==> src/dtpr_pkg.sv <==
// ----------------------------------------------------------------------------
// dtpr_pkg
// Shared types, register indexes and reset values for the disparity to point
// reprojection block.
// ----------------------------------------------------------------------------
package dtpr_pkg;

	localparam int COORD_BITS_DEF = 12;
	localparam int FIELD_BITS     = 12;
	localparam int DISP_BITS      = 16;
	localparam int CFG_BITS       = 32;
	localparam int IDX_BITS       = 3;
	localparam int DIV_STEPS      = CFG_BITS + 4;
	localparam int DEPTH_BITS     = DIV_STEPS + 1;

	localparam logic [IDX_BITS-1:0] REG_DEPTH_SCALE = 3'd0;
	localparam logic [IDX_BITS-1:0] REG_INV_R0C0    = 3'd1;
	localparam logic [IDX_BITS-1:0] REG_INV_R0C1    = 3'd2;
	localparam logic [IDX_BITS-1:0] REG_INV_R0C2    = 3'd3;
	localparam logic [IDX_BITS-1:0] REG_INV_R1C0    = 3'd4;
	localparam logic [IDX_BITS-1:0] REG_INV_R1C1    = 3'd5;
	localparam logic [IDX_BITS-1:0] REG_INV_R1C2    = 3'd6;

	localparam logic [CFG_BITS-1:0] RST_DEPTH_SCALE = 32'd0;
	localparam logic [CFG_BITS-1:0] RST_INV_R0C0    = 32'd23252;
	localparam logic [CFG_BITS-1:0] RST_INV_R0C1    = 32'd0;
	localparam logic [CFG_BITS-1:0] RST_INV_R0C2    = 32'hFF27_CDC9;
	localparam logic [CFG_BITS-1:0] RST_INV_R1C0    = 32'd0;
	localparam logic [CFG_BITS-1:0] RST_INV_R1C1    = 32'd23252;
	localparam logic [CFG_BITS-1:0] RST_INV_R1C2    = 32'hFFC2_AB18;

	typedef struct packed {
		logic [FIELD_BITS-1:0] pixel_column;
		logic [FIELD_BITS-1:0] pixel_row;
		logic [DISP_BITS-1:0]  disparity_q4;
	} req_t;

	typedef struct packed {
		logic                       point_valid;
		logic [15:0]                depth_word;
		logic signed [CFG_BITS-1:0] point_x;
		logic signed [CFG_BITS-1:0] point_y;
		logic [CFG_BITS-1:0]        point_z;
	} res_t;

	typedef struct packed {
		logic                 vld;
		logic                 nz;
		logic [DIV_STEPS-1:0] num;
		logic [DISP_BITS-1:0] rem;
		logic [DISP_BITS-1:0] den;
	} div_t;

endpackage

==> src/dtpr_div_cell.sv <==
// ----------------------------------------------------------------------------
// dtpr_div_cell
// One restoring division step; passes the request and coordinates onward.
// ----------------------------------------------------------------------------
module dtpr_div_cell #(
	parameter int CW = dtpr_pkg::FIELD_BITS
) (
	input  logic             clk,
	input  logic             arst_n,
	input  dtpr_pkg::div_t   din,
	input  logic [2*CW-1:0]  crd_in,
	output dtpr_pkg::div_t   dout,
	output logic [2*CW-1:0]  crd_out
);

	logic [dtpr_pkg::DISP_BITS:0]   trial;
	logic                           ge;
	logic [dtpr_pkg::DISP_BITS-1:0] rem_n;
	logic [dtpr_pkg::DISP_BITS:0]   diff;

	logic                           vld_q;
	logic                           nz_q;
	logic [dtpr_pkg::DIV_STEPS-1:0] num_q;
	logic [dtpr_pkg::DISP_BITS-1:0] rem_q;
	logic [dtpr_pkg::DISP_BITS-1:0] den_q;

	always_comb begin
		trial = {din.rem, din.num[dtpr_pkg::DIV_STEPS-1]};
		ge    = trial >= {1'b0, din.den};
		diff  = trial - {1'b0, din.den};
		rem_n = ge ? diff[dtpr_pkg::DISP_BITS-1:0] : trial[dtpr_pkg::DISP_BITS-1:0];
	end

	always_ff @(posedge clk or negedge arst_n) begin
		if (!arst_n) begin
			vld_q <= 1'b0;
		end else begin
			vld_q <= din.vld;
		end
	end

	always_ff @(posedge clk) begin
		nz_q    <= din.nz;
		num_q   <= {din.num[dtpr_pkg::DIV_STEPS-2:0], ge};
		rem_q   <= rem_n;
		den_q   <= din.den;
		crd_out <= crd_in;
	end

	always_comb begin
		dout.vld = vld_q;
		dout.nz  = nz_q;
		dout.num = num_q;
		dout.rem = rem_q;
		dout.den = den_q;
	end

endmodule

==> config.mk <==
export PLATFORM = sky130hd
export DESIGN_NAME = dtpr_div_cell
export DESIGN_NICKNAME = d
export VERILOG_FILES = /design/src/dtpr_pkg.sv /design/src/dtpr_div_cell.sv
export SDC_FILE = /design/constraint.sdc
export NUM_CORES = 1
export LEC_CHECK = 0
export ABC_CLOCK_PERIOD_IN_PS = 800
export BUFFER_PORTS_ARGS = -buffer_cell sky130_fd_sc_hd__clkbuf_2
export CAP_MARGIN = 5
export CORE_ASPECT_RATIO = 1.5
export CORE_UTILIZATION = 40
export CTS_BUF_LIST = sky130_fd_sc_hd__clkbuf_4
export CTS_CLUSTER_DIAMETER = 150
export CTS_CLUSTER_SIZE = 12
export DETAILED_ROUTE_END_ITERATION = 12
export PLACE_DENSITY = 0.82
export SYNTH_ARGS = -nofsm -noshare
export SYNTH_HDL_FRONTEND = slang
export SYNTH_SLANG_ARGS = --single-unit
==> constraint.sdc <==
create_clock -name clk -period 0.8 [get_ports clk]
set_input_delay 0.08 -clock clk [delete_from_list [all_inputs] [get_ports clk]]
set_output_delay 0.08 -clock clk [all_outputs]
set_load 0.05 [all_outputs]
==> results by group, run 1 <==
Logic synthesis
  – EDFF count, synth: 0
  – Top-count cell post-synth: dfxtp_1
  – Syn. warnings: 0
  – Async set-reset flop share out of synthesis: 0.0106
  – Post-synthesis sequential area ratio: 0.619
  – Syn Inst Count: 251
  – Syn_area_per_cell: ~12 sq um
  – Yosys top cell area share: 0.611
  – Yosys reg bits: 94
  – Post-Syn Nets: approximately 360
  – Top cells by area, synth: dfxtp_1 (61%), ha_1 (6.6%), mux2_4 (3.0%), inv_1 (2.7%), mux2_2 (2.6%)
  – Dominant synthesized flop cell: dfxtp_1
  – Synth unique cells: 40
  – Most frequent cells after synthesis: dfxtp_1 (93), inv_1 (22), ha_1 (16)
  – Cell area after synthesis: slightly above 3000 sq um
  – Cell type with the largest total area after synthesis: dfxtp_1

Timing
  – Worst endpoint type: sequential cell input
  – GRT worst endpoint: rem_q[14]$_DFF_P_/D

Place
  – I/O Buffers: approximately 190
  – Final GP Congestion: 0.940
  – Placed Instances: about 580
  – DP HPWL: 6.40 mm

Outcome
  – Error msg: [ERROR GRT-0232] Routing congestion too high. Check the congestion heatmap in the GUI.
  – Stop stage: global routing (5_1_grt)
  – Status: stopped before the end

GRT
  – GRT Resource Usage Total: 0.874
  – Remaining global-route overflow: between 200 and 300
  – Largest net degree at the start of global routing: 17

CTS
  – Clock Tree Buf Depth: 2
  – Clock tree sinks: 94
  – H-Tree Depth: 3
  – CTS Buf Count: 9
  – Clock root buffer: clkbuf_4

Floorplan
  – Die X: approximately 73 um
  – Number of cell rows: 38
  – Starting Density: 0.416
  – Chip height: about 110 um
  – Io pins: 190
## cell families after synthesis
| logic type | count (synthesis) | share of synthesized area |
|---|---|---|
| buffers and inverters | 28 | 0.0423 |
| flip-flops | 94 | 0.619 |
| AO/OA/AOI/OAI | 55 | 0.124 |
| XOR/XNOR | 9 | 0.0259 |
| adder cells (fa/ha/maj) | 17 | 0.0723 |
| AND/OR/NAND/NOR | 33 | 0.0542 |
| multiplexers | 15 | 0.0620 |
## per-stage QoR
step	setup TNS, ns	cell area, sq um	setup slack [ns]	hold WS, ns
floorplan	-17.47	3190	-1.14	-0.216
global placement	-20.13	4590	-1.27	-0.146
detailed placement	-20.59	4590	-1.26	-0.142
CTS	-36.55	6960	-0.721	-0.278
## routing by layer
| metal | overflow | track usage |
|---|---|---|
| met3 | 3 | 0.679 |
| met2 | 177 | 1.08 |
| met1 | 1 | 0.800 |
| met4 | 107 | 1.04 |
| met5 | 0 | 0.222 |
## repair_timing
item,CTS
hold buffers,91
gates resized for setup,304
pin swaps,7
endpoints found under the hold margin,93
endpoints found under the setup margin,111
cloned,0
buffers inserted,5
==> run 2: changes to the inputs <==
==> config.mk (replaced) <==
export PLATFORM = sky130hd
export DESIGN_NAME = dtpr_div_cell
export DESIGN_NICKNAME = d
export VERILOG_FILES = /design/src/dtpr_pkg.sv /design/src/dtpr_div_cell.sv
export SDC_FILE = /design/constraint.sdc
export NUM_CORES = 1
export LEC_CHECK = 0
export ABC_CLOCK_PERIOD_IN_PS = 1000
export BUFFER_PORTS_ARGS = -buffer_cell sky130_fd_sc_hd__clkbuf_2
export CAP_MARGIN = 5
export CORE_UTILIZATION = 40
export DETAILED_ROUTE_END_ITERATION = 12
export PLACE_DENSITY_LB_ADDON = 0.15
export SYNTH_ARGS = -nofsm -noshare
export SYNTH_HDL_FRONTEND = slang
export SYNTH_SLANG_ARGS = --single-unit
==> constraint.sdc (replaced) <==
create_clock -name clk -period 1 [get_ports clk]
set_input_delay 0.1 -clock clk [delete_from_list [all_inputs] [get_ports clk]]
set_output_delay 0.1 -clock clk [all_outputs]
set_load 0.05 [all_outputs]
==> results by group, run 2 <==
Cells and area
  – Reg with most FFs: num_q
  – Most frequent cells in the layout: clkbuf_2 (83), dlygate4sd3_1 (81), buf_4 (63)
  – Post-layout util: 0.949
  – Commonest non-fill, non-tap cell in the layout: clkbuf_2
  – Share of cells above drive strength 1: 0.631
  – Non-filler cells in the finished layout: 692
  – Max reg flops: 36
  – # diodes: 0
  – Nets: between 700 and 800
  – Layout area overhead: 127%
  – Leading registers by flop count: num_q x36, crd_out x24

Setup path
  – Worst path slowest cell: o31a_1
  – Critical Path, Cell by Cell: clkbuf_2 -> inv_1 -> ha_4 -> buf_4 -> a21oi_1 -> o21ai_0 -> buf_4 -> a21o_1 -> a21oi_1 -> o21ai_0 -> o31a_1
  – Max FO, Critical Path: 4
  – CP Class: in -> reg
  – Startpoint Class: input pin
  – WP data required: 1.26 ns
  – Crit path DAT: 2.12 ns
  – CP max stage delay: 0.28 ns
  – Kind of capture point of the worst setup path: flip-flop
  – Setup crit start: din[7]

Power
  – Seq pwr share: 0.373
  – Reported net switching power: roughly 4.1 mW
  – VDD IR max: approximately 0.0011 V
  – Sw frac: 0.358
  – Total power draw: ~12 mW
  – Internal Power: 7.41 mW
  – Clock power share: 0.262
  – Comb power frac: 0.364
  – Leak: 3.24 nW
  – Power density over the cells: between 1500 and 2000 nW/um^2

Logic synthesis
  – Syn_area_per_cell: 12.1 sq um (unchanged)
  – Most frequent cells after synthesis: dfxtp_1 (93), inv_1 (22), ha_1 (16) (unchanged)
  – Cell area after synthesis: 3050 sq um (unchanged)
  – Synth unique cells: 40 (unchanged)
  – Yosys reg bits: 94 (unchanged)
  – Top-count cell post-synth: dfxtp_1 (unchanged)
  – Cell type with the largest total area after synthesis: dfxtp_1 (unchanged)
  – Yosys top cell area share: 0.611 (unchanged)
  – EDFF count, synth: 0 (unchanged)
  – Syn Inst Count: 251 (unchanged)
  – Post-synthesis sequential area ratio: 0.619 (unchanged)
  – Post-Syn Nets: 364 (unchanged)
  – Top cells by area, synth: dfxtp_1 (61%), ha_1 (6.6%), mux2_4 (3.0%), inv_1 (2.7%), mux2_2 (2.6%) (unchanged)
  – Syn. warnings: 0 (unchanged)
  – Async set-reset flop share out of synthesis: 0.0106 (unchanged)
  – Dominant synthesized flop cell: dfxtp_1 (unchanged)

Floorplan
  – Full die area: 7970 sq um
  – Starting Density: 0.418 (was 0.416)
  – Die X: 89.3 um (was 73.3 um)
  – Core area: approximately 7300 sq um
  – Chip height: 89.3 um (was 109 um)
  – Number of cell rows: 31 (was 38)
  – Io pins: 190 (unchanged)

GRT
  – Largest net degree at the start of global routing: 18
  – Vias in the first global route: approximately 3900
  – GRT Resource Usage Total: 0.385
  – Initial antenna violation count: 0
  – Remaining global-route overflow: 0
  – First-pass GRT wire length: around 22 mm

Routing
  – WL/cell: 29.0 um
  – Met3 Routed Length: around 2.2 mm
  – Drt total wl: approximately 20 mm
  – Max Used Layer: met4
  – First-iteration detailed-routing DRC count: roughly 290
  – Vias per cell: between 5 and 6
  – Final antenna-violating net count: 0
  – DRC Markers: 0
  – First-pass detailed-route iteration total: 5
  – Met1 WL: 6.59 mm
  – Met2 wire length: between 9 and 10 mm
  – Vias: roughly 4000

CTS
  – CTS Buf Count: 9 (unchanged)
  – CTS tree: built
  – CTS clock-pin slew for the worst setup and hold paths: approximately 0.10 ns
  – Clock root buffer: clkbuf_8 (was clkbuf_4)
  – Clock Tree Buf Depth: 2 (unchanged)
  – H-Tree Depth: 3 (unchanged)
  – Clock tree sinks: 94 (unchanged)

Timing
  – Slew Viols, Final: 0
  – Max-Slew Margin vs Limit: 0.773
  – F_max: ~540 MHz
  – Period utilization: 1.86
  – Final WS setup: -0.864 ns
  – Crit path time final: around 1.9 ns
  – Final setup viols: 43
  – Worst slew pin tran: approximately 0.34 ns
  – RSZ-0062 raised after global routing: yes
  – Hold Vio Cnt, Final: 0

Place
  – DP HPWL: 6.69 mm (was 6.40 mm)
  – Placed Instances: 581 (was 584)
  – I/O Buffers: 189 (unchanged)
  – Final GP Congestion: 0.848 (was 0.940)

Outcome
  – Failing checks: negative setup slack
  – Status: finished with violations (was stopped before the end)

Min path
  – Worst hold path type: in -> reg
  – Hold_sp: din[23]

Flow run
  – Max cap viols: 0
## run 2: power by group through the flow
stage / Clock [mW] / Sequential, mW / Combinational, mW
final: 3.03 / 4.31 / 4.20
after floorplan: 0 / 5.27 / 0.778
after global placement: 0 / 4.21 / 2.68
after detailed placement: 0 / 4.22 / 2.71
after CTS: 2.81 / 4.17 / 3.54
after global routing: 3.14 / 4.32 / 4.28
## run 2: area by class of cell
cell class	instances	area (sq um)
clock buffer	10	128
clock inverter	6	93.8
fill	206	375
inverter	22	92.6
multi-input combinational	129	1360
sequential	94	1940
tap	99	124
timing repair buffer	332	3180
## run 2: per-layer routing
| layer | vias to the layer above | global-route usage |
|---|---|---|
| met4 | 0 | 0.277 |
| met3 | 183 | 0.113 |
| met1 | 1798 | 0.409 |
| met5 | - | 0 |
| met2 | 425 | 0.654 |
| li1 | 1536 | - |
## run 2: worst max-delay path, delay by kind of cell
family	cells	cell delay [ns]
AO/OA/AOI/OAI	6	1.20
adder cells (fa/ha/maj)	1	0.25
buffers and inverters	4	0.57
## run 2: through the flow
stage | setup TNS (ns) | setup slack [ns] | hold WS (ns) | area, sq um
after detailed placement | -17.22 | -1.12 | -0.125 | 4580
after floorplan | -14.41 | -0.963 | -0.196 | 3190
after global placement | -17.09 | -1.09 | -0.125 | 4580
after CTS | -9.71 | -0.656 | 0.00844 | 6570
final | -13.24 | -0.864 | 0.0138 | 6920
after global routing | -14.96 | -0.899 | 0.0150 | 6920
## run 2: final timing paths
kind,end,slack (ns),depth (start not counted)
hold / removal,rem_q[8]$_DFF_P_,0.01,2
max in group asynchronous,vld_q$_DFF_PN0_,0.84,2
setup / recovery,rem_q[12]$_DFF_P_,-0.86,11
min in group asynchronous,vld_q$_DFF_PN0_,0.07,2
## run 2: timing repair
item / in CTS / in global routing
setup endpoints to repair: 111 / 91
setup buffers: 8 / 6
gates resized for setup: 207 / 170
pin swaps: 16 / 19
hold buffers: 81 / 0
endpoints found under the hold margin: 81 / 0
## run 2: logic make-up (layout without fill, tap and decap cells)
family | after synthesis | in the layout | synth area share
multiplexers | 15 | 15 | 0.0620
adder cells (fa/ha/maj) | 17 | 17 | 0.0723
AO/OA/AOI/OAI | 55 | 55 | 0.124
buffers and inverters | 28 | 370 | 0.0423
AND/OR/NAND/NOR | 33 | 33 | 0.0542
flip-flops | 94 | 94 | 0.619
XOR/XNOR | 9 | 9 | 0.0259
No activity file was read; power rests on OpenSTA's default activity.
